$ cat config.mk
export PLATFORM = sky130hd
export DESIGN_NAME = tce_div
export DESIGN_NICKNAME = d
export VERILOG_FILES = /design/src/rtl/assert_macros.svh /design/src/rtl/tce_pkg.sv /design/src/rtl/tce_div.sv
export SDC_FILE = /design/constraint.sdc
export NUM_CORES = 2
export LEC_CHECK = 0
export BUFFER_PORTS_ARGS = -buffer_cell sky130_fd_sc_hd__buf_2
export CAP_MARGIN = 20
export CELL_PAD_IN_SITES_DETAIL_PLACEMENT = 1
export CELL_PAD_IN_SITES_GLOBAL_PLACEMENT = 1
export CORE_MARGIN = 1.5
export CORE_UTILIZATION = 40
export DETAILED_ROUTE_END_ITERATION = 10
export PLACE_DENSITY = 0.77
export SETUP_SLACK_MARGIN = 0.1
export SYNTH_ARGS = -nofsm -noshare
export SYNTH_HDL_FRONTEND = slang
export SYNTH_SLANG_ARGS = --single-unit
$ cat constraint.sdc
create_clock -name clock -period 40.9 [get_ports clock]
set_clock_uncertainty 0.15 [all_clocks]
set_input_delay 6.135 -clock clock [delete_from_list [all_inputs] [get_ports clock]]
set_output_delay 6.135 -clock clock [all_outputs]
set_load 0.05 [all_outputs]
$ cat src/rtl/assert_macros.svh
// Assertion macros shared by the tone curve RTL.
// Standalone header; the including module supplies clock and reset names.
`ifndef ASSERT_MACROS_SVH
`define ASSERT_MACROS_SVH

// Same-cycle implication, disabled during reset.
`define ASSERT_IMPL(label, clk, rst, ante, cons, msg) \
   label: assert property (@(posedge clk) disable iff (rst) (ante) |-> (cons)) else $error(msg);

// Next-cycle implication, disabled during reset.
`define ASSERT_NEXT(label, clk, rst, ante, cons, msg) \
   label: assert property (@(posedge clk) disable iff (rst) (ante) |=> (cons)) else $error(msg);

`endif

$ cat src/rtl/tce_pkg.sv
// Shared types, constants and fixed-point helpers for the tone curve evaluator.
// No dependencies.
`default_nettype none

package tce_pkg;

   typedef logic signed [23:0] fx_type;

   localparam int REG_IDX_W  = 3;
   localparam int DIV_STEPS  = 5;
   localparam int DIV_STAGES = 5;
   localparam int POW_SEGS   = 64;

   localparam logic [2:0] OP_LINEAR      = 3'd0;
   localparam logic [2:0] OP_REINHARD    = 3'd1;
   localparam logic [2:0] OP_REINHARD_EX = 3'd2;
   localparam logic [2:0] OP_HABLE       = 3'd3;
   localparam logic [2:0] OP_ACES        = 3'd4;

   localparam logic [REG_IDX_W-1:0] REG_TONE_OPERATOR   = 3'd0;
   localparam logic [REG_IDX_W-1:0] REG_EXPOSURE_GAIN   = 3'd1;
   localparam logic [REG_IDX_W-1:0] REG_WHITE_POINT     = 3'd2;
   localparam logic [REG_IDX_W-1:0] REG_EXPAND_STRENGTH = 3'd3;
   localparam logic [REG_IDX_W-1:0] REG_CONTRAST_GAIN   = 3'd4;

   localparam fx_type FX_MAX  = 24'sh7FFFFF;
   localparam fx_type FX_MIN  = 24'sh800000;
   localparam fx_type FX_ONE  = 24'sd65536;
   localparam fx_type FX_HALF = 24'sd32768;
   localparam fx_type FX_ZERO = 24'sd0;

   localparam logic [15:0] K_EXP_MAX  = 16'd62259;
   localparam fx_type      DEN_MIN    = 24'sd7;
   localparam logic [15:0] CON_UNITY  = 16'd4096;

   localparam fx_type H_A = 24'sd9830;
   localparam fx_type H_B = 24'sd3277;
   localparam fx_type H_C = 24'sd262;
   localparam fx_type H_D = 24'sd3932;
   localparam fx_type H_E = 24'sd4369;

   localparam fx_type A_A = 24'sd164495;
   localparam fx_type A_B = 24'sd1966;
   localparam fx_type A_C = 24'sd159252;
   localparam fx_type A_D = 24'sd38666;
   localparam fx_type A_E = 24'sd9175;

   localparam logic [16:0] LIN_LIMIT = 17'd205;
   localparam fx_type LIN_GAIN = 24'sd846725;
   localparam fx_type ENC_GAIN = 24'sd69140;
   localparam fx_type ENC_OFS  = 24'sd3604;

   typedef struct packed {
      logic [23:0] rem;
      logic [24:0] quo;
      logic [24:0] dvd;
      logic [23:0] dsr;
      logic        neg;
      logic        zero;
      logic        ovf;
   } div_st_type;

   function automatic fx_type fx_sat(input logic signed [47:0] v);
      fx_type r;
      if (v > 48'sd8388607) r = FX_MAX;
      else if (v < -48'sd8388608) r = FX_MIN;
      else r = v[23:0];
      return r;
   endfunction

   function automatic fx_type fx_add(input fx_type a, input fx_type b);
      logic signed [47:0] s;
      s = {{24{a[23]}}, a} + {{24{b[23]}}, b};
      return fx_sat(s);
   endfunction

   // Product scaled by 2^-16, truncated toward zero.
   function automatic fx_type fx_mul(input fx_type a, input fx_type b);
      logic signed [47:0] ea;
      logic signed [47:0] eb;
      logic signed [47:0] p;
      logic signed [47:0] q;
      ea = {{24{a[23]}}, a};
      eb = {{24{b[23]}}, b};
      p  = ea * eb;
      q  = p >>> 16;
      if (p[47] && (p[15:0] != 16'd0)) q = q + 48'sd1;
      return fx_sat(q);
   endfunction

   // A few restoring division steps, one quotient bit each.
   function automatic div_st_type div_iter(input div_st_type s);
      div_st_type  t;
      logic [24:0] rr;
      t = s;
      for (int i = 0; i < DIV_STEPS; i++) begin
         rr    = {t.rem, t.dvd[24]};
         t.dvd = {t.dvd[23:0], 1'b0};
         if (rr >= {1'b0, t.dsr}) begin
            t.rem = 24'(rr - {1'b0, t.dsr});
            t.quo = {t.quo[23:0], 1'b1};
         end else begin
            t.rem = rr[23:0];
            t.quo = {t.quo[23:0], 1'b0};
         end
      end
      return t;
   endfunction

   // (i/64)^(1/2.4) in Q1.16: floor cube root, two floor square roots, round.
   function automatic logic [16:0] pow_entry(input int i);
      logic [63:0] n;
      logic [63:0] p5;
      logic [63:0] r;
      logic [63:0] c;
      logic [63:0] s1;
      logic [63:0] s2;
      n  = 64'(i);
      p5 = n * n * n * n * n;
      n  = p5 << 30;
      r  = 64'd0;
      for (int b = 20; b >= 0; b--) begin
         c = r | (64'd1 << b);
         if (c * c * c <= n) r = c;
      end
      n = r << 20;
      r = 64'd0;
      for (int b = 21; b >= 0; b--) begin
         c = r | (64'd1 << b);
         if (c * c <= n) r = c;
      end
      s1 = r;
      n  = s1 << 20;
      r  = 64'd0;
      for (int b = 21; b >= 0; b--) begin
         c = r | (64'd1 << b);
         if (c * c <= n) r = c;
      end
      s2 = r;
      return 17'((s2 + 64'd8) >> 4);
   endfunction

endpackage

`default_nettype wire

$ cat src/rtl/tce_div.sv
// Pipelined signed Q8.16 divider, (a*2^16)/b truncated and saturated.
// Uses tce_pkg; carries a side word alongside each quotient.
`default_nettype none

module tce_div #(
   parameter int SIDE_W = 24
) (
   input  wire logic                clock,
   input  wire logic                reset,
   input  wire logic                adv,
   input  wire logic                in_valid,
   input  wire tce_pkg::fx_type     in_num,
   input  wire tce_pkg::fx_type     in_den,
   input  wire logic [SIDE_W-1:0]   in_side,
   output logic                     out_valid,
   output tce_pkg::fx_type          out_quo,
   output logic [SIDE_W-1:0]        out_side
);

   tce_pkg::div_st_type st_ff   [0:tce_pkg::DIV_STAGES];
   logic [SIDE_W-1:0]   side_ff [0:tce_pkg::DIV_STAGES];
   logic                vld_ff  [0:tce_pkg::DIV_STAGES];

   tce_pkg::div_st_type st_in;
   logic [23:0]         na;
   logic [23:0]         nb;

   tce_pkg::fx_type     quo_in;
   tce_pkg::fx_type     quo_ff;
   logic [SIDE_W-1:0]   oside_ff;
   logic                ovld_ff;

   always_comb begin
      na = in_num[23] ? 24'(~in_num + 24'd1) : in_num;
      nb = in_den[23] ? 24'(~in_den + 24'd1) : in_den;
      st_in.rem  = {9'd0, na[23:9]};
      st_in.quo  = 25'd0;
      st_in.dvd  = {na[8:0], 16'd0};
      st_in.dsr  = nb;
      st_in.neg  = in_num[23] ^ in_den[23];
      st_in.zero = (in_num == tce_pkg::FX_ZERO);
      // quotient needs more than 25 bits, or divisor is zero
      st_in.ovf  = ({9'd0, na} >= {nb, 9'd0});
   end

   always_comb begin
      if (st_ff[tce_pkg::DIV_STAGES].zero) begin
         quo_in = tce_pkg::FX_ZERO;
      end else if (st_ff[tce_pkg::DIV_STAGES].ovf) begin
         quo_in = st_ff[tce_pkg::DIV_STAGES].neg ? tce_pkg::FX_MIN : tce_pkg::FX_MAX;
      end else if (!st_ff[tce_pkg::DIV_STAGES].neg) begin
         quo_in = (st_ff[tce_pkg::DIV_STAGES].quo > 25'd8388607) ? tce_pkg::FX_MAX :
                  st_ff[tce_pkg::DIV_STAGES].quo[23:0];
      end else begin
         quo_in = (st_ff[tce_pkg::DIV_STAGES].quo > 25'd8388608) ? tce_pkg::FX_MIN :
                  24'(~st_ff[tce_pkg::DIV_STAGES].quo[23:0] + 24'd1);
      end
   end

   always_ff @(posedge clock) begin
      if (reset) begin
         for (int k = 0; k <= tce_pkg::DIV_STAGES; k++) vld_ff[k] <= 1'b0;
         ovld_ff <= 1'b0;
      end else if (adv) begin
         vld_ff[0] <= in_valid;
         for (int k = 1; k <= tce_pkg::DIV_STAGES; k++) vld_ff[k] <= vld_ff[k-1];
         ovld_ff <= vld_ff[tce_pkg::DIV_STAGES];
      end
      if (adv) begin
         st_ff[0]   <= st_in;
         side_ff[0] <= in_side;
         for (int k = 1; k <= tce_pkg::DIV_STAGES; k++) begin
            st_ff[k]   <= tce_pkg::div_iter(st_ff[k-1]);
            side_ff[k] <= side_ff[k-1];
         end
         quo_ff   <= quo_in;
         oside_ff <= side_ff[tce_pkg::DIV_STAGES];
      end
   end

   assign out_valid = ovld_ff;
   assign out_quo   = quo_ff;
   assign out_side  = oside_ff;

endmodule

`default_nettype wire

Word level (Yosys, flattened, before mapping)
Memory sizes are Yosys's and may differ from the RTL's. A register that Yosys moved wholly into a read port is not among the register bits. Cells that the tools add are included.

Add/subtract/negate cells: 28. Order comparisons: 28. Muxes and demuxes: 69. Bitwise gates (word level): 10. Reductions and logical operators: 1.

Operators by type and width (number): 2-to-1 mux 49 bit (50); greater-or-equal comparator 25 x 24 -> 1 bit (25); subtractor 24 bit (25); 2-to-1 mux 24 bit (7); adder 24 x 1 -> 24 bit, second input constant (3); NOT 24 bit (3); greater-or-equal comparator 24 x 33 -> 1 bit (1); greater-than comparator 25 x 23 -> 1 bit, second input constant (1); greater-than comparator 25 x 24 -> 1 bit, second input constant (1); logical NOT 24 bit (1); 2-to-1 mux 1 bit (12); bitwise OR 1 bit (6); bitwise XOR 1 bit (1).

Bits in registers: 24. Memory bits (writable): 726. Bits of input ports: 76. Output and inout bits: 49. Logic and storage cells: 140. Memories: 3.

Memories: st_ff (words 6, bits a word 96, rd ports 6, clocked after memory_dff 0, write ports 6, line tce_div.sv:20) `tce_pkg::div_st_type st_ff [0:tce_pkg::DIV_STAGES];`; side_ff (words 6, bits a word 24, rd ports 6, clocked after memory_dff 1, write ports 6, line tce_div.sv:21) `logic [SIDE_W-1:0] side_ff [0:tce_pkg::DIV_STAGES];`; vld_ff (words 6, bits a word 1, rd ports 6, clocked after memory_dff 1, write ports 6, line tce_div.sv:22) `logic vld_ff [0:tce_pkg::DIV_STAGES];`.

Depth between registers and ports, before layout
An unclocked memory read counts as a cell.

Word-level depth: 16. Depth in mapped cells: 70.

Worst setup path before layout
No wires, ideal clock.

Kind: reg2reg. Start point: memory st_ff[1][4] in the netlist's numbering. End point: memory st_ff[2][89] in the netlist's numbering (data pin). Library setup time: 267 ps. Arrival: 13947 ps. Required time: 40483 ps. Path slack: 26536 ps. Cell stages (with the launch flop): 68. Cell sequence: edfxtp_1 -> inv_1 -> ha_1 -> nor2b_1 -> o21ai_1 -> a311oi_2 -> o31a_2 -> o31ai_4 -> clkbuf_1 -> clkbuf_1 -> nor2_1 -> a21oi_1 -> inv_1 -> ha_1 -> nor2b_1 -> o21ai_0 -> a21oi_1 -> nor4_1 -> (+32 left out) -> inv_1 -> clkbuf_1 -> a21oi_1 -> ha_1 -> nor2b_1 -> o21a_1 -> o21ai_0 -> a21oi_1 -> a221o_1 -> a31o_2 -> a41o_1 -> o22ai_1 -> and3b_1 -> o211a_1 -> a311o_1 -> buf_2 -> buf_6 -> o211ai_1.

RTL lines (line): start: declaration (tce_div.sv:20).

==> flow_summary.yaml <==
route:
  vias_per_cell: 5.91
  wl_per_cell_um: 22.1
  num_vias: 44672
  first_pass_iters: 5
  drc: 0
  antenna_left: 0
  finalWirelength_um: 167000
  drt-initial-drc-count: 2792
cells_and_area:
  final_util: 0.436
  nets: 6440
  register_area_um2: 16100
  final_common_cell: "ha_1"
  syn2layout_area_growth_pct: 8.49
  final_cells: 7556
  multiInputGateArea_um2: 34800
  drive_gt1_frac: 0.116
  fillers: 15301
  final_cell_mix: "ha_1 (599), edfxtp_1 (535), a21oi_1 (430)"
place:
  portBuffers: 124
  gp_congestion: 0.911
  dpl.cell_count: 7442
  hpwl_um: 135000
timing:
  rsz0062_at_grt: "false"
  final-hold-violation-count: 0
  finalSetupViolCount: 0
  max_freq_mhz: 55.6
  min_period_ns: 17.97
  relSlewSlack: 0.278
  tightest_slew_ns: 1.07
  drv_slew: 0
  setup_tns_ns: 0
  finalCritPeriodShare: 0.439
  hold_ws_ns: 0.260
die:
  initial_core_util: 0.402
  fp.dieH_um: 366
  row_count: 133
  core_um2: 131000
  die_area_um2: 134000
  boundaryPins: 125
  die_w_um: 366
worst_setup_path:
  critPathCaptureType: "register"
  crit_top_cell: "a21oi_1"
  crit_slowest_cell: "nor4_1"
  cp_max_fo: 46
  max_stage_delay_ns: 0.62
  start_kind: "register"
  critical_path_required_ns: 41.16
  cp_data_arrival_time_ns: 18.23
  critPathKind: "reg -> reg"
run:
  drv_cap: 0
clock_network:
  htreeDepth: 2
  clk_latency_ns: 0.68
  clk_pin_slew_ns: 0.06
  root_buffer: "clkbuf_16"
  ctsHoldBuffers: 0
  clkSinkCount: 536
  cts_buffer_depth: 3
  cts_resized: 0
  post_cts_buffers: 0
  numCtsBuffers: 60
  cts_tree: "built"
global_route:
  grt_pass1_wl_um: 260000
  track_usage: 0.241
  antenna_found_initial: 2
  overflow: 0
  grt_max_degree: 121
  grt_pass1_vias: 45550
yosys:
  synth_flop_cell: "edfxtp_1"
  synth_cell_types: 115
  synth_edf_count: 535
  synthCells: 5657
  seq_area_frac_synth: 0.305
  ys_async_sr_fraction: 0
  ys_seq_elements: 536
  ys_warn_count: 0
  syn_nets: 6345
  synth_area_um2: 52700
  syn_area_per_cell_um2: 9.32
worst_hold_path:
  hold_class: "reg -> reg"
outcome:
  outcome: "completed"
[flip-flops by register name, indices dropped and copies added (netlist names)]
name,flops
out_quo,24
out_side,24
out_valid,1
side_ff,144
st_ff,337
vld_ff,6
[through the flow]
stage / instance area, µm² / setup WS, ns
4_1_cts: 57100 / 22.71
3_3_place_gp: 55200 / 23.32
2_1_floorplan: 52700 / 26.54
3_5_place_dp: 55200 / 22.78
5_1_grt: 57200 / 21.59
6_report: 57200 / 22.93
[cells by family (layout without fill, tap and decap cells)]
| family | count (synthesis) | count (layout) | share of synthesized area |
|---|---|---|---|
| muxes | 364 | 364 | 0.0801 |
| buffers and inverters | 463 | 606 | 0.0354 |
| other | 0 | 1 | 0 |
| and+or+nand+nor | 1493 | 1493 | 0.138 |
| adders and majority gates | 612 | 612 | 0.147 |
| AOI/OAI and AO/OA | 1692 | 1692 | 0.211 |
| DFF | 536 | 536 | 0.305 |
| xor gates and xnor gates | 497 | 497 | 0.0826 |
[per-layer routing]
layer | share of wire | GRT usage | up-vias
met5 | 0 | 0 | -
li1 | - | - | 21401
met3 | 0.041 | 0.0229 | 245
met4 | 0.031 | 0.0729 | 0
met1 | 0.45 | 0.322 | 22106
met2 | 0.47 | 0.413 | 920
[final timing paths]
path,end,slack [ns],cells past startpoint,from
max,st_ff[2][73],22.93,59,st_ff[1][4]
min,side_ff[3][20],0.26,0,side_ff[2][20]
max reg2reg,st_ff[2][73],22.93,59,st_ff[1][4]
min reg2reg,side_ff[3][20],0.26,0,side_ff[2][20]
[cell usage after synthesis, drive strengths merged (105+ instances only)]
cell / n / area (µm²)
edfxtp: 535 / 16100
a21o: 244 / 1830
nor3: 107 / 536
nand2: 401 / 1520
ha: 599 / 7490
xnor2: 329 / 2880
nand4: 105 / 657
mux2: 315 / 3700
xor2: 168 / 1470
nor2: 396 / 1490
a21oi: 433 / 2190
o21ai: 384 / 1930
inv: 344 / 1290
[worst max-delay path: cells and delay by family, from the launching register on]
kind	cells	cell delay, ns
AO/OA/AOI/OAI	36	10.17
AND/OR/NAND/NOR	8	1.94
buffers and inverters	7	1.92
adder cells (fa/ha/maj)	5	1.58
multiplexers	3	1.38
flip-flops	1	0.48
[area by class of cell]
type | instances | area share
multi-input combinational | 4658 | 0.608
sequential | 536 | 0.281
tap | 1755 | 0.0384
clock buffer | 69 | 0.0272
inverter | 348 | 0.0229
timing repair buffer | 148 | 0.0147
clock inverter | 41 | 0.00729
antenna | 1 | 0.0000438
Power is left out: the tool's default activity adds up to more than one toggle a clock period on the data nets, which glitch-free logic cannot reach.
