### config.mk
export PLATFORM = sky130hd
export DESIGN_NAME = tce_srgb
export DESIGN_NICKNAME = d
export VERILOG_FILES = /design/src/rtl/assert_macros.svh /design/src/rtl/tce_pkg.sv /design/src/rtl/tce_srgb.sv
export SDC_FILE = /design/constraint.sdc
export NUM_CORES = 1
export LEC_CHECK = 0
export BUFFER_PORTS_ARGS = -buffer_cell sky130_fd_sc_hd__buf_2
export CAP_MARGIN = 20
export CORE_UTILIZATION = 55
export DETAILED_ROUTE_END_ITERATION = 6
export PLACE_DENSITY = 0.72
export SLEW_MARGIN = 0
export SYNTH_ARGS = -nofsm -noshare
export SYNTH_HDL_FRONTEND = slang
export SYNTH_SLANG_ARGS = --single-unit
### constraint.sdc
create_clock -name clock -period 13.7 [get_ports clock]
set_input_delay 0 -clock clock [delete_from_list [all_inputs] [get_ports clock]]
set_output_delay 0 -clock clock [all_outputs]
set_load 0.05 [all_outputs]
### src/rtl/assert_macros.svh
// Assertion macros shared by the tone curve RTL.
// Standalone header; the including module supplies clock and reset names.
`ifndef ASSERT_MACROS_SVH
`define ASSERT_MACROS_SVH

// Same-cycle implication, disabled during reset.
`define ASSERT_IMPL(label, clk, rst, ante, cons, msg) \
   label: assert property (@(posedge clk) disable iff (rst) (ante) |-> (cons)) else $error(msg);

// Next-cycle implication, disabled during reset.
`define ASSERT_NEXT(label, clk, rst, ante, cons, msg) \
   label: assert property (@(posedge clk) disable iff (rst) (ante) |=> (cons)) else $error(msg);

`endif

### src/rtl/tce_pkg.sv
// Shared types, constants and fixed-point helpers for the tone curve evaluator.
// No dependencies.
`default_nettype none

package tce_pkg;

   typedef logic signed [23:0] fx_type;

   localparam int REG_IDX_W  = 3;
   localparam int DIV_STEPS  = 5;
   localparam int DIV_STAGES = 5;
   localparam int POW_SEGS   = 64;

   localparam logic [2:0] OP_LINEAR      = 3'd0;
   localparam logic [2:0] OP_REINHARD    = 3'd1;
   localparam logic [2:0] OP_REINHARD_EX = 3'd2;
   localparam logic [2:0] OP_HABLE       = 3'd3;
   localparam logic [2:0] OP_ACES        = 3'd4;

   localparam logic [REG_IDX_W-1:0] REG_TONE_OPERATOR   = 3'd0;
   localparam logic [REG_IDX_W-1:0] REG_EXPOSURE_GAIN   = 3'd1;
   localparam logic [REG_IDX_W-1:0] REG_WHITE_POINT     = 3'd2;
   localparam logic [REG_IDX_W-1:0] REG_EXPAND_STRENGTH = 3'd3;
   localparam logic [REG_IDX_W-1:0] REG_CONTRAST_GAIN   = 3'd4;

   localparam fx_type FX_MAX  = 24'sh7FFFFF;
   localparam fx_type FX_MIN  = 24'sh800000;
   localparam fx_type FX_ONE  = 24'sd65536;
   localparam fx_type FX_HALF = 24'sd32768;
   localparam fx_type FX_ZERO = 24'sd0;

   localparam logic [15:0] K_EXP_MAX  = 16'd62259;
   localparam fx_type      DEN_MIN    = 24'sd7;
   localparam logic [15:0] CON_UNITY  = 16'd4096;

   localparam fx_type H_A = 24'sd9830;
   localparam fx_type H_B = 24'sd3277;
   localparam fx_type H_C = 24'sd262;
   localparam fx_type H_D = 24'sd3932;
   localparam fx_type H_E = 24'sd4369;

   localparam fx_type A_A = 24'sd164495;
   localparam fx_type A_B = 24'sd1966;
   localparam fx_type A_C = 24'sd159252;
   localparam fx_type A_D = 24'sd38666;
   localparam fx_type A_E = 24'sd9175;

   localparam logic [16:0] LIN_LIMIT = 17'd205;
   localparam fx_type LIN_GAIN = 24'sd846725;
   localparam fx_type ENC_GAIN = 24'sd69140;
   localparam fx_type ENC_OFS  = 24'sd3604;

   typedef struct packed {
      logic [23:0] rem;
      logic [24:0] quo;
      logic [24:0] dvd;
      logic [23:0] dsr;
      logic        neg;
      logic        zero;
      logic        ovf;
   } div_st_type;

   function automatic fx_type fx_sat(input logic signed [47:0] v);
      fx_type r;
      if (v > 48'sd8388607) r = FX_MAX;
      else if (v < -48'sd8388608) r = FX_MIN;
      else r = v[23:0];
      return r;
   endfunction

   function automatic fx_type fx_add(input fx_type a, input fx_type b);
      logic signed [47:0] s;
      s = {{24{a[23]}}, a} + {{24{b[23]}}, b};
      return fx_sat(s);
   endfunction

   // Product scaled by 2^-16, truncated toward zero.
   function automatic fx_type fx_mul(input fx_type a, input fx_type b);
      logic signed [47:0] ea;
      logic signed [47:0] eb;
      logic signed [47:0] p;
      logic signed [47:0] q;
      ea = {{24{a[23]}}, a};
      eb = {{24{b[23]}}, b};
      p  = ea * eb;
      q  = p >>> 16;
      if (p[47] && (p[15:0] != 16'd0)) q = q + 48'sd1;
      return fx_sat(q);
   endfunction

   // A few restoring division steps, one quotient bit each.
   function automatic div_st_type div_iter(input div_st_type s);
      div_st_type  t;
      logic [24:0] rr;
      t = s;
      for (int i = 0; i < DIV_STEPS; i++) begin
         rr    = {t.rem, t.dvd[24]};
         t.dvd = {t.dvd[23:0], 1'b0};
         if (rr >= {1'b0, t.dsr}) begin
            t.rem = 24'(rr - {1'b0, t.dsr});
            t.quo = {t.quo[23:0], 1'b1};
         end else begin
            t.rem = rr[23:0];
            t.quo = {t.quo[23:0], 1'b0};
         end
      end
      return t;
   endfunction

   // (i/64)^(1/2.4) in Q1.16: floor cube root, two floor square roots, round.
   function automatic logic [16:0] pow_entry(input int i);
      logic [63:0] n;
      logic [63:0] p5;
      logic [63:0] r;
      logic [63:0] c;
      logic [63:0] s1;
      logic [63:0] s2;
      n  = 64'(i);
      p5 = n * n * n * n * n;
      n  = p5 << 30;
      r  = 64'd0;
      for (int b = 20; b >= 0; b--) begin
         c = r | (64'd1 << b);
         if (c * c * c <= n) r = c;
      end
      n = r << 20;
      r = 64'd0;
      for (int b = 21; b >= 0; b--) begin
         c = r | (64'd1 << b);
         if (c * c <= n) r = c;
      end
      s1 = r;
      n  = s1 << 20;
      r  = 64'd0;
      for (int b = 21; b >= 0; b--) begin
         c = r | (64'd1 << b);
         if (c * c <= n) r = c;
      end
      s2 = r;
      return 17'((s2 + 64'd8) >> 4);
   endfunction

endpackage

`default_nettype wire

### src/rtl/tce_srgb.sv
// sRGB encoder: linear segment or table-interpolated power, rounded to 8 bits.
// Uses tce_pkg; its last register is the result word register.
`default_nettype none

module tce_srgb (
   input  wire logic        clock,
   input  wire logic        reset,
   input  wire logic        adv,
   input  wire logic        in_valid,
   input  wire logic [16:0] in_level,
   output logic             out_valid,
   output logic [7:0]       out_code
);

   logic [16:0] pow_lut [0:tce_pkg::POW_SEGS];

   for (genvar g = 0; g <= tce_pkg::POW_SEGS; g++) begin : g_lut
      assign pow_lut[g] = tce_pkg::pow_entry(g);
   end

   logic [6:0]      idx;
   logic [9:0]      frac;
   logic [16:0]     lo;
   logic [16:0]     hi;
   logic [26:0]     span;
   logic [16:0]     pl_in;

   tce_pkg::fx_type lin_ff;
   logic [16:0]     pl_ff;
   logic            small_ff;
   logic            v1_ff;

   tce_pkg::fx_type enc_w;
   logic [16:0]     enc_in;
   logic [16:0]     enc_ff;
   logic            v2_ff;

   logic [24:0]     rnd;
   logic [7:0]      code_ff;
   logic            v3_ff;

   always_comb begin
      idx  = in_level[16:10];
      frac = in_level[9:0];
      lo   = pow_lut[idx];
      hi   = idx[6] ? lo : pow_lut[7'(idx + 7'd1)];
      if (hi < lo) hi = lo;
      span = 27'(hi - lo) * {17'd0, frac};
      // the full-scale level sits exactly on the last entry
      pl_in = idx[6] ? pow_lut[tce_pkg::POW_SEGS] : 17'(lo + span[26:10]);
   end

   always_comb begin
      enc_w = small_ff ? lin_ff :
              tce_pkg::fx_add(tce_pkg::fx_mul(tce_pkg::ENC_GAIN, {7'd0, pl_ff}),
                              24'(-tce_pkg::ENC_OFS));
      if (enc_w[23]) enc_in = 17'd0;
      else if (enc_w > tce_pkg::FX_ONE) enc_in = 17'd65536;
      else enc_in = enc_w[16:0];
   end

   assign rnd = {8'd0, enc_ff} * 25'd255 + 25'd32768;

   always_ff @(posedge clock) begin
      if (reset) begin
         v1_ff <= 1'b0;
         v2_ff <= 1'b0;
         v3_ff <= 1'b0;
      end else if (adv) begin
         v1_ff <= in_valid;
         v2_ff <= v1_ff;
         v3_ff <= v2_ff;
      end
      if (adv) begin
         lin_ff   <= tce_pkg::fx_mul({7'd0, in_level}, tce_pkg::LIN_GAIN);
         pl_ff    <= pl_in;
         small_ff <= (in_level <= tce_pkg::LIN_LIMIT);
         enc_ff   <= enc_in;
         code_ff  <= rnd[23:16];
      end
   end

   assign out_valid = v3_ff;
   assign out_code  = code_ff;

endmodule

`default_nettype wire

==> Word level (Yosys, flattened, before mapping) <==
Memories as Yosys holds them, arrays and structs flattened.
Cells that the tools add are included.
{ "op_classes": {"add_sub_neg": 7, "n_mul": 4, "n_lt_le_gt_ge": 11, "n_mux": 16, "bitwise": 2, "n_reduce_logical": 5} }
{ "ops": {"columns": ["op", "n"], "rows": [
  ["$mux 24", 6],
  ["$mux 17", 7],
  ["$gt 48x24->1 const B", 2],
  ["$lt 48x24->1 const B", 2],
  ["$mux 48", 1],
  ["$mul 17x20->37 const B", 1],
  ["$mul 15x17->32 const A", 1],
  ["$reduce_bool 16->1", 2],
  ["$mul 18x11->27", 1],
  ["$add 24x13->25 const B", 1],
  ["$gt 25x24->1 const B", 1],
  ["$lt 25x24->1 const B", 1],
  ["$add 24x16->24 const B", 1],
  ["$gt 24x18->1 const B", 1],
  ["$mul 17x8->24 const B", 1],
  ["$add 21x1->22 const B", 1],
  ["$mux 22", 1],
  ["$add 18x1->19 const B", 1],
  ["$mux 19", 1],
  ["$sub 17x17->18", 1],
  ["$add 17x17->17", 1],
  ["$le 17x8->1 const B", 1],
  ["$lt 17x17->1", 1],
  ["$ge 8x8->1 const B", 2],
  ["other kinds (4)", 6]
]} }
{ "totals": {"register_bits": 70, "mem_bits_ro": 4352, "inputBits": 21, "out_inout_bits": 9, "word_cells": 56, "n_memories": 2} }
{ "memory_table": {"columns": ["memory", "words", "width", "rd", "rd_clocked_by_memory_dff", "wr", "line_no", "rtl"], "rows": [
  ["(no name shown)", 128, 17, 1, 0, 0, "tce_srgb.sv:46", "hi = idx[6] ? lo : pow_lut[7'(idx + 7'd1)];"],
  ["(no name shown)", 128, 17, 1, 0, 0, "tce_srgb.sv:45", "lo = pow_lut[idx];"]
]} }

==> Longest topological paths before layout <==
Gate-level depths: netlist of run 1.
{ "logic_depth": {"depth_word": 14, "depth_mapped": 68} }

==> Worst setup path after synthesis of run 1 <==
OpenSTA, ideal clock, no wires.
{ "synth_path": {"path_type": "input-to-reg", "start": "input port in_level[12]", "end": "register pl_ff[16], data pin", "setup_ns": 0.261, "arrival_ns": 13.575, "required_ns": 13.439, "setup_slack_ns": -0.136, "stages": 63, "cell_sequence": "clkbuf_1 -> inv_1 -> buf_1 -> clkbuf_1 -> ha_1 -> clkbuf_1 -> clkbuf_1 -> buf_1 -> buf_1 -> o311ai_0 -> a31oi_1 -> nor2_1 -> ha_1 -> nor2b_1 -> o21ai_0 -> nand2b_1 -> a21oi_1 -> nor2b_1 -> (+27 left out) -> inv_1 -> ha_1 -> nand3_1 -> a21oi_1 -> a221oi_1 -> o21ai_0 -> o41ai_1 -> o21ai_1 -> o21a_1 -> nor2_1 -> xnor2_1 -> ha_1 -> and2_1 -> o21ai_0 -> o31ai_1 -> nor3b_1 -> xor2_1 -> mux2i_1"} }
{ "synth_via": {"elab_chain_cells": 11, "word_cells_on_any_way": 15, "classes_between": "add/sub (3); mul (1); order compare (1); mux (6); bitwise (2); memory (2)"} }
{ "synth_rtl": {"columns": ["item", "line_no", "rtl"], "rows": [
  ["from (decl)", "tce_srgb.sv:10", "input wire logic [16:0] in_level,"],
  ["$add 7x1->7", "tce_srgb.sv:46", null],
  ["$not 7->8 (not written as such)", "tce_srgb.sv:46", null],
  ["$mem_v2 128x17", null, null],
  ["$mux 17 (not written as such) (2 in a row)", "tce_srgb.sv:46", null],
  ["$mux 17", "tce_srgb.sv:46", null],
  ["$lt 17x17->1", "tce_srgb.sv:47", "if (hi < lo) hi = lo;"],
  ["$mux 17", "tce_srgb.sv:47", null],
  ["$sub 17x17->18", "tce_srgb.sv:48", "span = 27'(hi - lo) * {17'd0, frac};"],
  ["$mul 18x11->27", "tce_srgb.sv:48", null],
  ["$add 17x17->17 (*)", "tce_srgb.sv:50", "pl_in = idx[6] ? pow_lut[tce_pkg::POW_SEGS] : 17'(lo + span[26:10]);"],
  ["to (signal assigned)", "tce_srgb.sv:76", "pl_ff <= pl_in;"],
  ["to (decl)", "tce_srgb.sv:29", "logic [16:0] pl_ff;"]
]} }
Mark *: on every way between the ends. The rest lies on a longest branch, timed or not. The select of a mux whose other input is x is not followed.
A chain may end at the register's enable or synchronous reset.

==> Final worst setup path of run 1 <==
Ends and elaborated chain as after synthesis.

==> flow_metrics.py, run 1 <==
metrics = {
    "timing": {
        "setup_violations": 0,
        "hold_viol": 0,
        "period_needed_ps": 12910,
        "worstMarginPinSlew_ps": 949,
        "tns_ps": 0,
        "relSlewSlack_pct": 36.7,
        "fmax_mhz": 77.4,
        "finClkSkew_ps": 7.97,
        "whs_ps": 318,
        "fin_crit_sh_pct": 94.3,
        "slew_viol_final": 0,
    },
    "layout": {
        "final_cell_count_no_fill": 3656,
        "layout-drive-gt1-share_pct": 6.09,
        "nFillCells": 4282,
        "nets": 3906,
        "area_growth_pct": 5.82,
        "final_core_util_pct": 59.1,
    },
    "logic_synthesis": {
        "avgSynthCellArea_um2": 8.81,
        "synth_area_leaders": "fa_1 29%, ha_1 22%, inv_1 7.2%",
        "synth-adder-area-share_pct": 50.6,
        "synth-edff-count": 64,
        "synth_top_area_share_pct": 28.7,
        "synth_mux_area_share_pct": 1.43,
        "synth_top_area_cell": "fa_1",
        "synth-simple-area-share_pct": 13.7,
        "synth_area_um2": 26700,
        "synth-xor-area-share_pct": 3.18,
        "syn-num-nets": 3902,
        "ys_warn_count": 0,
        "synthCells": 3031,
        "synth_top_family_by_area": "adder cells",
        "synth_ff_type": "edfxtp_1",
        "synth-seq-cells": 67,
        "synth.distinct_cells": 83,
        "ys_seq_area_share_pct": 7.42,
        "synth_compound_area_share_pct": 14.6,
        "async_flop_share_pct": 0,
    },
    "setup_path": {
        "r2r_cells": 21,
        "crit_arrival_ps": 13100,
        "crit_path_max_incr_delay_ps": 550,
        "required_ps": 13880,
        "critPathLaunchType": "input pin",
        "end_kind": "flip-flop",
        "cp_max_fo": 17,
        "rrSetupSlack_ps": 5630,
        "r2r_start": "pl_ff[7]",
        "r2r-end": "enc_ff[3]",
        "critical_path_class": "in2reg",
        "cp_common_cell": "o21ai_0",
        "cp_slowest_cell": "fa_1",
    },
    "route": {
        "drt-pass1-iter-count": 6,
        "vias": 22300,
        "finalWirelength_um": 77000,
        "drc_errors": 0,
        "ant_nets": 0,
        "viasPerCell": 6.10,
        "drtIter0Drc": 1619,
        "wl_per_cell_um": 21.1,
    },
    "global_routing": {
        "grt_max_degree": 68,
        "track_usage_pct": 31.7,
        "antenna_found_initial": 1,
        "grt_pass1_wl_um": 123000,
        "grt_pass1_vias": 23300,
        "overflow": 0,
    },
    "worst_hold_path": {
        "hold_path_class": "in2reg",
        "holdPathStages": 3,
        "min_to": "pl_ff[1]",
        "min-delay-start": "in_level[16]",
    },
    "run_status": {
        "status": "finished, final reports clean",
    },
    "place": {
        "hpwl_um": 63300,
        "place.gp.congestion": 0.964,
        "portBuffers": 29,
        "dp_cells": 3634,
    },
    "clock_tree": {
        "cts_sinks": 67,
        "cts_made_buffers": 9,
        "root_buffer": "clkbuf_16",
        "clk_pin_slew_worst_paths_ps": 60,
        "cts_tree": "yes",
        "htreeDepth": 3,
        "clock_latency_ps": 340,
        "clockBufferDepth": 2,
    },
    "floorplan": {
        "core_region_area_um2": 47800,
        "dieWidth_um": 222,
        "start_util_pct": 55.8,
        "die_area_um2": 49400,
        "num_rows": 80,
        "die_h_um": 222,
        "ios": 30,
    },
    "run": {
        "cap_violations": 0,
    },
}
-- how the worst max path moves through the flow --
stage	depth (start not counted)	endpoint	from	slack [ps]
2_1_floorplan	67	pl_ff[16]	in_level[12]	50
3_3_place_gp	58	pl_ff[16]	in_level[12]	420
3_5_place_dp	61	pl_ff[16]	in_level[11]	30
4_1_cts	61	pl_ff[16]	in_level[11]	300
5_1_grt	61	pl_ff[16]	in_level[11]	-5
6_report	56	pl_ff[16]	in_level[12]	790
-- through the flow --
step / setup WS, ps / area (µm²)
floorplan: 52.8 / 26700
global placement: 424 / 27800
detailed placement: 28.4 / 27800
CTS: 297 / 28200
global route: -4.65 / 28300
finish: 786 / 28300
-- timing repair --
action	in CTS	in global routing
setup buffers	0	3
gates resized for setup	0	17
endpoints found under the hold margin	3	0
setup endpoints to repair	0	7
hold buffers	2	0
-- synth_stat cells (all sizes together) (9+ instances only) --
| cell | number |
|---|---|
| and3 | 25 |
| o21ai | 112 |
| edfxtp | 64 |
| a31oi | 31 |
| a311oi | 15 |
| xor2 | 31 |
| nand4 | 17 |
| a21oi | 135 |
| mux2i | 18 |
| buf | 23 |
| clkbuf | 103 |
| nor3 | 63 |
| o311ai | 23 |
| nor2b | 28 |
| inv | 515 |
| nand3 | 54 |
| o31ai | 12 |
| a211o | 9 |
| ha | 467 |
| nor2 | 194 |
| fa | 383 |
| a21o | 25 |
| o21a | 22 |
| or3 | 13 |
| o211ai | 36 |
| a21boi | 9 |
| nand2 | 216 |
| o221ai | 9 |
| and2 | 78 |
| mux2 | 16 |
| o22ai | 12 |
| nand2b | 28 |
| xnor2 | 66 |
| a211oi | 42 |
-- cells by family after synthesis --
family / count (synthesis)
XOR/XNOR: 97
flip-flops: 67
buffers and inverters: 645
AND/OR/NAND/NOR: 762
AO/OA/AOI/OAI: 575
multiplexers: 35
adder cells (fa/ha/maj): 850
-- flip-flops by register name, summed over array words and instances (netlist names) --
name,flops
v1_ff,1
v2_ff,1
enc_ff,17
out_code,8
lin_ff,21
small_ff,1
out_valid,1
pl_ff,17
-- cell type report --
cell class	instances	area [µm²]	share of cell area, %
multi-input cells	2319	22400	79.3
flip-flops and latches	67	1980	7.01
inverters	519	1950	6.89
repair buffers	119	850	3.01
well taps	615	769	2.72
clock buffers	9	225	0.797
clock inverters	7	76.3	0.270
diodes	1	2.50	0.00885
-- placed cells by master (no fill, tap or decap), types with 8 or more instances in the layout --
cell type / Yosys / layout
ha_1: 467 / 464
xor2_1: 31 / 31
mux2_2: 16 / 16
nand4_1: 17 / 17
a31oi_1: 31 / 31
o21a_1: 22 / 22
nand2b_1: 28 / 28
a311oi_1: 15 / 15
inv_1: 513 / 513
and2_1: 78 / 78
clkbuf_16: 0 / 9
or3_1: 12 / 12
nor3_1: 63 / 63
a21o_1: 25 / 25
a211oi_1: 41 / 39
nand2_1: 216 / 216
a211o_1: 9 / 9
nor2b_1: 28 / 28
o22ai_1: 12 / 12
o311a_1: 8 / 8
a21boi_0: 9 / 8
xnor2_1: 66 / 60
o21ai_0: 108 / 106
o311ai_0: 21 / 21
fa_1: 383 / 383
buf_4: 0 / 82
and3_1: 25 / 25
edfxtp_1: 64 / 64
buf_2: 3 / 29
nor4_1: 8 / 8
o31ai_1: 11 / 11
nor2_1: 193 / 193
o211ai_1: 36 / 36
nand3_1: 54 / 54
o221ai_1: 8 / 8
mux2i_1: 18 / 18
a21oi_1: 133 / 132
-- routing by layer --
| metal | track usage (%) | wire length (µm) |
|---|---|---|
| met5 | 0 | 0 |
| met1 | 39.9 | 31000 |
| met4 | 13.5 | 3510 |
| met2 | 55.2 | 37700 |
| met3 | 3.36 | 4710 |
-- worst max-delay path, delay by kind of cell --
| family | cells | cell delay (ps) |
|---|---|---|
| adders and majority gates | 10 | 4100 |
| buffers and inverters | 6 | 900 |
| xor gates and xnor gates | 3 | 530 |
| and+or+nand+nor | 14 | 2220 |
| muxes | 3 | 1010 |
| AOI/OAI and AO/OA | 20 | 4320 |
Power of run 1 is not shown: default switching activity piles up to over one toggle a cycle in this logic, so the estimate is an artifact.
==> run 2: changes to the inputs <==
- ABC_AREA: not set -> 1
==> run 2 against run 1 <==
Register-to-register slack improved by 1200 ps. Global-route usage shrank 1.8 points. Non-clock buffer count down 50. First-iteration DRC count up 3.2%. Sequential share of layout area grew 0.094 points. Maximum frequency rose by 2.9%. Sequential cell count unchanged. Hold slack better by 42 ps. Setup slack better by 370 ps. Via count down 0.95%. Clock skew rose by 3.1 ps. Final area shrank 1.3%. Largest cell class unchanged. Highest routed layer unchanged.
==> flow_metrics.py, run 2 <==
metrics = {
    "run_status": {
        "status": "finished, final reports clean",
    },
    "timing": {
        "hold_viol": 0,
        "fin_crit_sh_pct": 91.6,
        "setup_violations": 0,
        "relSlewSlack_pct": 35.8,
        "worstMarginPinSlew_ps": 963,
        "slew_viol_final": 0,
        "fmax_mhz": 79.7,
        "finClkSkew_ps": 11.1,
        "rsz0062_at_grt": "no",
        "tns_ps": 0,
        "period_needed_ps": 12550,
        "worst_slack_ps": 1150,
    },
    "worst_hold_path": {
        "hold_path_class": "in2reg",
    },
    "route": {
        "ant_nets": 0,
        "drtIter0Drc": 1671,
        "finalWirelength_um": 71400,
        "drt-pass1-iter-count": 6,
        "drc_errors": 0,
        "viasPerCell": 5.52,
        "wl_per_cell_um": 17.8,
        "vias": 22100,
    },
    "clock_tree": {
        "htreeDepth": 3,
        "clockBufferDepth": 2,
        "clk_pin_slew_worst_paths_ps": 60,
        "root_buffer": "clkbuf_16",
        "cts_tree": "yes",
        "cts_sinks": 67,
        "clock_latency_ps": 340,
        "cts_made_buffers": 9,
    },
    "global_routing": {
        "grt_pass1_wl_um": 117000,
        "antenna_found_initial": 0,
        "grt_max_degree": 69,
        "grt_pass1_vias": 22700,
        "overflow": 0,
        "track_usage_pct": 29.9,
    },
    "layout": {
        "regMostFlops": "lin_ff",
        "final_core_util_pct": 58.4,
        "nFillCells": 4440,
        "nets": 4254,
        "layout_common_cells": "726 x inv_1, 576 x nand2_1, 467 x ha_1",
        "largest_reg_flops": 21,
        "final_cell_count_no_fill": 4003,
        "diodes": 0,
        "layout-drive-gt1-share_pct": 4.90,
        "final_common_cell": "inv_1",
        "area_growth_pct": 4.79,
        "reg_top3": "lin_ff x21, enc_ff x17, pl_ff x17",
    },
    "logic_synthesis": {
        "async_flop_share_pct": 0,
        "synth_top_area_cell": "fa_1",
        "syn-num-nets": 4238,
        "synth_area_leaders": "fa_1 29%, ha_1 22%, inv_1 10%",
        "synth_area_um2": 26600,
        "synth-seq-cells": 67,
        "synthCells": 3367,
        "synth.distinct_cells": 55,
        "post-synth-top-count-cell": "inv_1",
        "synth_ff_type": "edfxtp_1",
        "ys_warn_count": 0,
        "avgSynthCellArea_um2": 7.90,
        "ys_seq_area_share_pct": 7.45,
        "synth_common_cells": "726 x inv_1, 576 x nand2_1, 467 x ha_1",
        "synth_top_area_share_pct": 28.8,
        "synth-edff-count": 64,
    },
    "place": {
        "hpwl_um": 61100,
        "preCtsSetupSlack_ps": 785,
        "dp_cells": 3985,
        "place.gp.congestion": 0.999,
        "portBuffers": 29,
    },
    "setup_path": {
        "startpoint": "in_level[11]",
        "critPathLaunchType": "input pin",
        "rrSetupSlack_ps": 6810,
        "cp_max_fo": 25,
        "r2r_cells": 36,
        "r2r_start": "pl_ff[7]",
        "crit_path_max_incr_delay_ps": 540,
        "cp_common_cell": "inv_1",
        "cp_slowest_cell": "fa_1",
        "required_ps": 13770,
        "crit_arrival_ps": 12620,
        "end_kind": "flip-flop",
        "cp-endpoint": "pl_ff[16]",
        "critical_path_class": "in2reg",
        "r2r-end": "enc_ff[3]",
    },
    "floorplan": {
        "core_region_area_um2": 47700,
        "die_area_um2": 49300,
        "num_rows": 80,
        "die_h_um": 222,
        "ios": 30,
        "start_util_pct": 55.7,
        "dieWidth_um": 222,
    },
    "run": {
        "cap_violations": 0,
    },
}
-- run 2: cell types whose count changed after synthesis, moves of 31 or more --
cell      delta
nand2_1    +360
inv_1      +213
and2_1      -74
nor2_1      +71
a21oi_1     +52
nand3_1     +47
clkbuf_1    -46
o21ai_0     +40
xnor2_1     -38
a211oi_1    -32
nor3_1      -31
-- run 2: metrics by stage --
step | cell area [µm²] | hold WS [ps]
after CTS | 27900 | 342
after global placement | 27500 | 196
after detailed placement | 27500 | 195
after global routing | 27900 | 365
final | 27900 | 360
after floorplan | 26600 | 69.1
-- run 2: how the worst min path moves through the flow --
stage | from | endpoint | slack (ps) | depth (start not counted)
after global routing | in_level[16] | pl_ff[16] | 370 | 4
after CTS | in_level[16] | pl_ff[16] | 340 | 4
after detailed placement | reset | out_valid | 200 | 2
after floorplan | reset | out_valid | 70 | 1
after global placement | reset | out_valid | 200 | 2
final | adv | v2_ff | 360 | 4
-- run 2: logic make-up (layout without fill, tap and decap cells) --
logic type / after synthesis / in the layout / share of synthesized area, %
simple gates: 1088 / 1088 / 17.3
fa+ha+maj: 850 / 850 / 50.8
compound gates: 473 / 473 / 10.3
xor+xnor: 83 / 83 / 2.73
flops: 67 / 67 / 7.45
buf+inv: 806 / 827 / 11.5
-- run 2: per-layer routing --
layer  GRT usage, %  share of wire, %  vias to the layer above
met3           2.72               5.3                      177
li1               -                 -                    10700
met5              0                 0                        -
met4           11.9               4.2                        0
met2           52.5                49                      759
met1           37.9                42                    10500
-- run 2: final cells by class --
type                    count  area [µm²]  share of cell area [%]
well taps                 615         769                    2.76
multi-input cells        2494       21600                    77.4
clock buffers              11         233                   0.835
clock inverters             5        77.6                   0.278
flip-flops and latches     67        1980                    7.11
inverters                 742        2790                    9.99
repair buffers             69         450                    1.62
-- run 2: worst max-delay path: cells and delay by family --
kind	cells	cell delay, ps
AND/OR/NAND/NOR	16	1720
XOR/XNOR	2	370
buffers and inverters	13	1360
AO/OA/AOI/OAI	23	4750
adder cells (fa/ha/maj)	11	4400
-- run 2: repair_timing --
| action | CTS | global route |
|---|---|---|
| hold buffers | 2 | 0 |
| setup buffers | 0 | 0 |
| resized for setup | 0 | 4 |
| endpoints found under the setup margin | 0 | 2 |
| endpoints found under the hold margin | 3 | 0 |
Power of run 2 is left out for the same reason.
